**src/design/lzssd_pkg.sv**
```systemverilog
`timescale 1ns / 1ps
// ----------------------------------------------------------------------------
// lzssd_pkg
// shared constants and types of the lzss window decompressor
// ----------------------------------------------------------------------------
package lzssd_pkg;

    localparam int WINDOW_SIZE = 4096;
    localparam int ADDR_W      = $clog2(WINDOW_SIZE);
    localparam int LEN_W       = 5;
    localparam int LEN_BIAS    = 2;
    localparam int MAX_LEN     = 17;

    // window access request from the parser to the history memory
    typedef struct packed {
        logic              wr_en;
        logic [ADDR_W-1:0] wr_addr;
        logic [7:0]        wr_data;
        logic              rd_en;
        logic [ADDR_W-1:0] rd_addr;
    } mem_req_t;

    // one decoded result transaction
    typedef struct packed {
        logic [7:0] out_byte;
        logic       has_byte;
        logic       run_last;
        logic       stream_done;
    } result_t;

endpackage

```
**src/design/lzssd_ctrl.sv**
```systemverilog
`timescale 1ns / 1ps
// ----------------------------------------------------------------------------
// lzssd_ctrl
// token parser and back-reference copy sequencer around the history ram
// ----------------------------------------------------------------------------
module lzssd_ctrl (
    input  logic                              aclk,
    input  logic                              aresetn,
    input  logic                              s_tvalid,
    input  logic [7:0]                        s_tdata,
    input  logic                              s_tlast,
    output logic                              s_tready,
    input  logic                              out_ready,
    input  logic                              clearing,
    input  logic [7:0]                        rd_data,
    output lzssd_pkg::mem_req_t               mem_req,
    output logic                              res_valid,
    output lzssd_pkg::result_t                res
);

    localparam logic [1:0] PH_TAG  = 2'd0;
    localparam logic [1:0] PH_DATA = 2'd1;
    localparam logic [1:0] PH_PAIR = 2'd2;
    localparam logic [1:0] PH_DONE = 2'd3;

    logic [1:0]                    phase_reg, phase_next;
    logic [7:0]                    flag_byte_reg, flag_byte_next;
    logic [2:0]                    flag_pos_reg, flag_pos_next;
    logic [7:0]                    pair_first_reg, pair_first_next;
    logic [lzssd_pkg::ADDR_W-1:0]  wr_idx_reg, wr_idx_next;
    logic                          last_pend_reg, last_pend_next;
    logic [lzssd_pkg::ADDR_W-1:0]  src_reg, src_next;
    logic [lzssd_pkg::LEN_W-1:0]   cnt_reg, cnt_next;
    logic                          d_valid_reg, d_valid_next;
    logic                          d_last_reg, d_last_next;
    logic                          fwd_reg, fwd_next;
    logic [7:0]                    fwd_data_reg, fwd_data_next;

    logic                          busy;
    logic                          in_fire;
    logic                          cur_flag;
    logic [lzssd_pkg::ADDR_W-1:0]  pair_offset;
    logic [lzssd_pkg::LEN_W-1:0]   pair_len;
    logic                          is_lit;
    logic                          is_end;
    logic                          copy_start;
    logic                          copy_emit;
    logic [7:0]                    copy_byte;
    logic                          issue;

    always_comb begin
        busy        = (cnt_reg != '0) || d_valid_reg;
        s_tready    = !clearing && !busy && out_ready;
        in_fire     = s_tvalid && s_tready;
        cur_flag    = flag_byte_reg[flag_pos_reg];
        pair_offset = {s_tdata, pair_first_reg[7:4]};
        pair_len    = {1'b0, pair_first_reg[3:0]} + lzssd_pkg::LEN_W'(lzssd_pkg::LEN_BIAS);
        is_lit      = in_fire && (phase_reg == PH_DATA) && !cur_flag;
        is_end      = in_fire && (phase_reg == PH_PAIR) && (pair_offset == '0);
        copy_start  = in_fire && (phase_reg == PH_PAIR) && (pair_offset != '0);
        copy_emit   = d_valid_reg && out_ready;
        copy_byte   = fwd_reg ? fwd_data_reg : rd_data;
        issue       = (cnt_reg != '0) && (!d_valid_reg || out_ready);

        mem_req.wr_en   = copy_emit || is_lit;
        mem_req.wr_addr = wr_idx_reg;
        mem_req.wr_data = copy_emit ? copy_byte : s_tdata;
        mem_req.rd_en   = issue;
        mem_req.rd_addr = src_reg;

        res_valid       = copy_emit || is_lit || is_end;
        res.out_byte    = copy_emit ? copy_byte : (is_lit ? s_tdata : 8'h00);
        res.has_byte    = copy_emit || is_lit;
        res.run_last    = copy_emit ? d_last_reg : 1'b1;
        res.stream_done = is_end;
    end

    always_comb begin
        phase_next      = phase_reg;
        flag_byte_next  = flag_byte_reg;
        flag_pos_next   = flag_pos_reg;
        pair_first_next = pair_first_reg;
        wr_idx_next     = wr_idx_reg;
        last_pend_next  = last_pend_reg;
        src_next        = src_reg;
        cnt_next        = cnt_reg;
        d_valid_next    = d_valid_reg;
        d_last_next     = d_last_reg;
        fwd_next        = fwd_reg;
        fwd_data_next   = fwd_data_reg;

        if (in_fire) begin
            case (phase_reg)
                PH_TAG: begin
                    flag_byte_next = s_tdata;
                    flag_pos_next  = 3'd0;
                    phase_next     = PH_DATA;
                end
                PH_DATA: begin
                    if (cur_flag) begin
                        pair_first_next = s_tdata;
                        phase_next      = PH_PAIR;
                    end else begin
                        wr_idx_next   = wr_idx_reg + lzssd_pkg::ADDR_W'(1);
                        flag_pos_next = flag_pos_reg + 3'd1;
                        phase_next    = (flag_pos_reg == 3'd7) ? PH_TAG : PH_DATA;
                    end
                end
                PH_PAIR: begin
                    if (pair_offset == '0) begin
                        phase_next = PH_DONE;
                    end else begin
                        src_next       = pair_offset;
                        cnt_next       = pair_len;
                        last_pend_next = s_tlast;
                        flag_pos_next  = flag_pos_reg + 3'd1;
                        phase_next     = (flag_pos_reg == 3'd7) ? PH_TAG : PH_DATA;
                    end
                end
                default: begin
                end
            endcase
            // end of stream: back to tag, write index restarts (after any copy)
            if (s_tlast) begin
                phase_next    = PH_TAG;
                flag_pos_next = 3'd0;
                if (!copy_start) begin
                    wr_idx_next = lzssd_pkg::ADDR_W'(1);
                end
            end
        end

        if (issue) begin
            src_next      = src_reg + lzssd_pkg::ADDR_W'(1);
            cnt_next      = cnt_reg - lzssd_pkg::LEN_W'(1);
            d_valid_next  = 1'b1;
            d_last_next   = (cnt_reg == lzssd_pkg::LEN_W'(1));
            // read and write of the same entry in one cycle: take the new byte
            fwd_next      = mem_req.wr_en && (mem_req.wr_addr == src_reg);
            fwd_data_next = mem_req.wr_data;
        end else if (copy_emit) begin
            d_valid_next = 1'b0;
        end

        if (copy_emit) begin
            wr_idx_next = (d_last_reg && last_pend_reg) ? lzssd_pkg::ADDR_W'(1)
                                                        : wr_idx_reg + lzssd_pkg::ADDR_W'(1);
        end
    end

    always_ff @(posedge aclk) begin
        if (!aresetn) begin
            phase_reg     <= PH_TAG;
            flag_pos_reg  <= 3'd0;
            wr_idx_reg    <= lzssd_pkg::ADDR_W'(1);
            last_pend_reg <= 1'b0;
            cnt_reg       <= '0;
            d_valid_reg   <= 1'b0;
            fwd_reg       <= 1'b0;
        end else begin
            phase_reg     <= phase_next;
            flag_pos_reg  <= flag_pos_next;
            wr_idx_reg    <= wr_idx_next;
            last_pend_reg <= last_pend_next;
            cnt_reg       <= cnt_next;
            d_valid_reg   <= d_valid_next;
            fwd_reg       <= fwd_next;
        end
    end

    always_ff @(posedge aclk) begin
        flag_byte_reg  <= flag_byte_next;
        pair_first_reg <= pair_first_next;
        src_reg        <= src_next;
        d_last_reg     <= d_last_next;
        fwd_data_reg   <= fwd_data_next;
    end

`ifndef SYNTHESIS
    a_res_has_room: assert property (@(posedge aclk) disable iff (!aresetn)
        res_valid |-> out_ready)
        else $error("result produced while output register is full");

    a_issue_fills_stage: assert property (@(posedge aclk) disable iff (!aresetn)
        issue |=> d_valid_reg)
        else $error("window read issued but data stage empty");

    a_stall_holds_byte: assert property (@(posedge aclk) disable iff (!aresetn)
        d_valid_reg && !out_ready |=> d_valid_reg && $stable(d_last_reg))
        else $error("copy byte lost under output stall");

    a_len_bound: assert property (@(posedge aclk) disable iff (!aresetn)
        cnt_reg <= lzssd_pkg::LEN_W'(lzssd_pkg::MAX_LEN))
        else $error("copy count out of range");
`endif

endmodule

```
**config.mk**
```make
export PLATFORM = sky130hd
export DESIGN_NAME = lzssd_ctrl
export DESIGN_NICKNAME = d
export VERILOG_FILES = /design/src/design/lzssd_pkg.sv /design/src/design/lzssd_ctrl.sv
export SDC_FILE = /design/constraint.sdc
export NUM_CORES = 1
export LEC_CHECK = 0
export BUFFER_PORTS_ARGS = -buffer_cell sky130_fd_sc_hd__buf_2
export CAP_MARGIN = 20
export CORE_ASPECT_RATIO = 0.75
export CORE_UTILIZATION = 59
export DETAILED_ROUTE_END_ITERATION = 7
export HOLD_SLACK_MARGIN = 0.05
export PLACE_DENSITY = 0.93
export SLEW_MARGIN = 25
export SYNTH_ARGS = -nofsm -noshare
export SYNTH_HDL_FRONTEND = slang
export SYNTH_SLANG_ARGS = --single-unit
```
**constraint.sdc**
```tcl
create_clock -name aclk -period 3 [get_ports aclk]
set_input_delay 0.15 -clock aclk [delete_from_list [all_inputs] [get_ports aclk]]
set_output_delay 0.15 -clock aclk [all_outputs]
set_load 0.1 [all_outputs]
```
==> results of run 1 <==
metrics by stage:
step           total power, mW  hold slack [ns]   util
2_1_floorplan             3.30            0.249      -
3_3_place_gp              3.62            0.404  0.699
3_5_place_dp              3.69            0.401  0.699
4_1_cts                   4.33           0.0544  0.731
5_1_grt                   4.50           0.0597  0.731
6_report                  4.33           0.0631  0.731
timing repair:
item	4_1_cts	5_1_grt
hold buffers	1	0
buffers inserted	0	0
hold endpoints to repair	2	0
worst paths after layout:
check,startpoint,cells after the start,to,slack (ns)
worst min register to register,phase_reg[1],2,phase_reg[1],0.48
worst max-delay path,flag_pos_reg[0],5,res[10],0.26
worst max register to register,cnt_reg[0],8,wr_idx_reg[7],0.50
worst min-delay path,s_tdata[0],1,flag_byte_reg[0],0.06
cells in the mapped netlist, types with 3 or more instances:
master    instances  area, um2
o21ai_1          11       55.1
buf_4             4       30.0
xor2_1           17        149
nor4_1            5       31.3
a21o_1            8       60.1
nor3b_1           3       22.5
or4_1             4       30.0
nand2_1          28        105
a221o_1           3       30.0
a31oi_1           5       31.3
nand2b_1          4       25.0
ha_1             11        138
clkbuf_1          9       33.8
o31ai_1           6       45.0
o211ai_1          4       30.0
mux2i_1           8       80.1
o21a_1            8       60.1
edfxtp_1         37       1110
dfxtp_1          25        500
o21ai_0           4       20.0
and3_1           10       62.6
and2_1            6       37.5
nor2_1           18       67.6
a211oi_1          3       22.5
nand4_1          15       93.8
xnor2_1           8       70.1
nand3_1          14       70.1
a21oi_1          12       60.1
inv_1            12       45.0
cells by family after synthesis:
logic type	synth area share
compound gates	0.161
xor+xnor	0.0627
fa+ha+maj	0.0394
buf+inv	0.0373
flops	0.462
mux	0.0455
simple gates	0.192
report_power, final:
part           internal [mW]  switching (mW)  leakage, nW
clock                  0.292           0.334       0.0817
sequential              1.21           0.254        0.557
combinational          0.462            1.78         1.01
total                   1.96            2.37         1.65
layout make-up:
class / instances / share of cell area
Tap cell: 75 / 0.0232
Clock inverter: 7 / 0.0102
Sequential cell: 62 / 0.399
Multi-Input combinational cell: 250 / 0.433
Timing Repair Buffer: 71 / 0.0905
Inverter: 14 / 0.0130
Clock buffer: 9 / 0.0307
layer usage:
layer / track usage / vias to the layer above
met5: 0 / -
met4: 0.129 / 0
met3: 0.0757 / 23
met2: 0.495 / 199
met1: 0.383 / 1430
li1: - / 1419
==> qor.yml, run 1 <==
cts_tree: "built"
fmax_ghz: 0.365
antenna_found_initial: 0
die_h_um: 68.6
clockRootBuffer: "clkbuf_8"
hp-class: "input port to flop"
dp_cells: 471
grtUsageTotal: 0.300
hold_viol: 0
ys_seq_area_frac: 0.462
initial_utilization: 0.632
ys.flop_type: "edfxtp_1"
highest_layer: "met4"
core_area_um2: 5530
die_w_um: 90.8
fill_cells: 418
post-route-min-period_ns: 2.74
clock_latency_ns: 0.35
dieArea_um2: 6230
slowest_stage: "mux4_2"
final_net_count: 441
cts_sinks: 62
cp_top_family: "multiplexers"
final_cell_mix: "buf_2 (68), edfxtp_1 (37), nand2_1 (28)"
drt-met1-wl_um: 3630
setup_viol: 0
fin_cells: 488
synth-seq-cells: 62
multiInputGateArea_um2: 1750
required_ns: 2.85
ir_worst_vdd_uv: 1330
crit_arrival_ns: 2.59
cp_cell_sequence: "mux4_2 -> mux2_2 -> nor2_4 -> o21a_1 -> buf_2"
drt_iter0_markers: 364
max_stage_delay_ns: 0.58
syn-cell-area_um2: 3490
dr_wl_met3_um: 911
pin_count: 69
dpl-instance-area_um2: 3860
endpoint_kind: "output pin"
cts_max_level: 3
finalWorstSetupSlack_ns: 0.262
grt_pass1_vias: 2786
worst_slew_pin_slew_ns: 0.797
detail_route.first_pass.iterations: 5
postSynthAreaPerCell_um2: 10.2
dp_slack_ns: 0.618
slew_violations: 0
synth-async-reset-ratio: 0
crit_buf_inv: 1
crit_path_start_kind: "flop"
fin_setup_tns_ns: 0
dr_wl_met2_um: 4090
yosys_warnings: 0
cp_max_fo: 9
drtAntennaViolNets: 0
vias: 3071
vias_per_cell: 6.29
powerDensity_nw_per_um2: 1070
clk_pin_slew_worst_paths_ns: 0.07
ctsResizeCount: 0
max_cap_viol_count: 0
synth_nets: 375
synthCells: 342
clock_path_buffers: 2
rsz0062_at_grt: "no"
place.gp.congestion: 0.868
rows: 23
synthDistinctLibCells: 61
wl_um: 8800
final_common_cell: "buf_2"
grt_max_degree: 31
synthToLayoutAreaGrowth_pct: 15.7
p_leak_nw: 1.65
drc: 0
synth_edf_count: 37
seq_area_um2: 1610
antenna_cells: 0
status: "finished, final reports clean"
worst_slew_margin_rel: 0.467
port_buffers: 68
design_area_um2: 4040
period_share: 0.913
skew_ns: 0.00993
cts_made_buffers: 9
drive_gt1_frac: 0.228
wl_per_cell_um: 18.0
grt_pass1_wl_um: 14000
hpwl_um: 6420
path_class: "flop to output pin"
gr-total-overflow: 0
Note: power is estimated with default switching activity, not from simulation.
==> run 2, diff against run 1 <==
--- a/config.mk
+++ b/config.mk
@@ -12,7 +12,7 @@
 export DETAILED_ROUTE_END_ITERATION = 7
 export HOLD_SLACK_MARGIN = 0.05
 export PLACE_DENSITY = 0.93
-export SLEW_MARGIN = 25
+export RECOVER_POWER = 25
 export SYNTH_ARGS = -nofsm -noshare
 export SYNTH_HDL_FRONTEND = slang
 export SYNTH_SLANG_ARGS = --single-unit
==> qor.yml, run 2 (synthesis results as in run 1) <==
cp_cell_sequence: "mux4_2 -> mux2_2 -> nor2_4 -> o21a_1 -> buf_2"
drtAntennaViolNets: 0  # unchanged
vias: 3043  # -0.91%
drive_gt1_frac: 0.174  # -0.0533
final_net_count: 441  # unchanged
vias_per_cell: 6.24  # -0.91%
cts_sinks: 62  # unchanged
wl_um: 8830  # +0.25%
slew_violations: 0  # unchanged
antenna_found_initial: 0  # unchanged
cts_setup_buffers: 0  # unchanged
clock_latency_ns: 0.35  # about the same
power_mw: 4.31  # -0.53%
cts_tree: "built"
path_class: "flop to output pin"
hp-class: "input port to flop"
period_share: 0.910  # -0.00312
worst_slew_margin_rel: 0.216  # -0.251
grt_pass1_vias: 2786  # unchanged
post-route-min-period_ns: 2.73  # -0.00935 ns
fin_setup_tns_ns: 0  # unchanged
ir_worst_vdd_uv: 1400  # +5.2%
rsz0062_at_grt: "no"
power.switching_mw: 2.37  # about the same
crit_path_start_kind: "flop"
skew_ns: 0.00949  # -0.000445 ns
cp_max_fo: 9  # unchanged
detail_route.first_pass.iterations: 5  # unchanged
rows: 23  # unchanged
port_buffers: 68  # unchanged
grt_max_degree: 31  # unchanged
slowest_stage: "mux4_2"
worst_slew_pin_slew_ns: 1.18  # +0.384 ns
fmax_ghz: 0.366  # +0.34%
clock_path_buffers: 2  # unchanged
drt_iter0_markers: 347  # -4.7%
die_h_um: 68.6  # unchanged
grtUsageTotal: 0.300  # unchanged
clk_pin_slew_worst_paths_ns: 0.07  # about the same
intPower_mw: 1.94  # -1.1%
synthToLayoutAreaGrowth_pct: 14.9
p_seq_frac: 0.341  # +0.003
hold_viol: 0  # unchanged
drc: 0  # unchanged
crit_arrival_ns: 2.58  # about the same
dp_slack_ns: 0.618  # unchanged
design_area_um2: 4010  # -0.68%
switching_share: 0.549  # +0.00263
finalWorstSetupSlack_ns: 0.271  # +0.00935 ns
holdPathStages: 1  # unchanged
antenna_cells: 0  # unchanged
ff2ff_path_depth: 8  # unchanged
clockRootBuffer: "clkbuf_8"
cts_made_buffers: 9  # unchanged
status: "finished, final reports clean"
hold_slack_ns: 0.144  # +0.0807 ns
grt_pass1_wl_um: 14000  # unchanged
combPwrFrac: 0.515  # -0.003
dpl-instance-area_um2: 3860  # unchanged
ctsResizeCount: 0  # unchanged
wl_per_cell_um: 18.1  # +0.25%
final_common_cell: "buf_2"
core_area_um2: 5530  # unchanged
max_stage_delay_ns: 0.58  # about the same
clkPwrFrac: 0.145  # about the same
hpwl_um: 6420  # unchanged
required_ns: 2.85  # about the same
cts_max_level: 3  # unchanged
dieArea_um2: 6230  # unchanged
max_cap_viol_count: 0  # unchanged
endpoint_kind: "output pin"
pin_count: 69  # unchanged
place.gp.congestion: 0.868  # unchanged
die_w_um: 90.8  # unchanged
setup_viol: 0  # unchanged
p_leak_nw: 1.58  # -4.1%
final_cell_mix: "buf_2 (46), edfxtp_1 (37), nand2_1 (28)"
powerDensity_nw_per_um2: 1070  # +0.16%
initial_utilization: 0.632  # unchanged
gr-total-overflow: 0  # unchanged
run 2: changes by cell type in the layout (fill, tap and decap cells not counted):
cell / before / now
buf_2: 68 / 46
clkbuf_1: 0 / 22
run 2: cell type report:
class                      count  area [um2]
inverter                      14        52.6
tap                           75        93.8
sequential                    62        1610
clock inverter                 7        41.3
multi-input combinational    250        1750
fill                         439        1520
timing repair buffer          71         338
clock buffer                   9         124
run 2: routing by layer:
layer,global-route usage,wire length (um),up-vias
li1,-,-,1419
met1,0.383,3610,1421
met2,0.495,4060,180
met3,0.0757,992,23
met4,0.129,157,0
met5,0,0,-
run 2: final timing paths:
kind	from	end	slack, ns
setup / recovery	flag_pos_reg[0]	res[10]	0.27
hold / removal	s_tdata[7]	flag_byte_reg[7]	0.14
setup reg to reg	cnt_reg[0]	wr_idx_reg[7]	0.51
hold reg to reg	phase_reg[1]	phase_reg[1]	0.48
run 2: power groups by stage:
stage          Combinational, mW  Sequential (mW)  Clock [mW]
4_1_cts                     2.24             1.46       0.628
5_1_grt                     2.32             1.49       0.659
6_report                    2.22             1.47       0.623
3_5_place_dp                2.22             1.47           0
2_1_floorplan               1.19             2.11           0
3_3_place_gp                2.17             1.45           0
run 2: metrics by stage:
| step | instances | utilization |
|---|---|---|
| 2_1_floorplan | 342 | - |
| 5_1_grt | 488 | 0.726 |
| 6_report | 488 | 0.726 |
| 3_5_place_dp | 471 | 0.699 |
| 4_1_cts | 488 | 0.731 |
| 3_3_place_gp | 471 | 0.699 |
run 2: worst max-delay path, delay by kind of cell, from the launching register on:
family | cells | cell delay [ns]
mux | 2 | 0.93
flops | 1 | 0.44
buf+inv | 1 | 0.42
simple gates | 1 | 0.27
compound gates | 1 | 0.18
run 2: repair_timing:
action	in CTS	in global routing
hold buffers	1	0
setup endpoints to repair	0	0
endpoints found under the hold margin	2	0
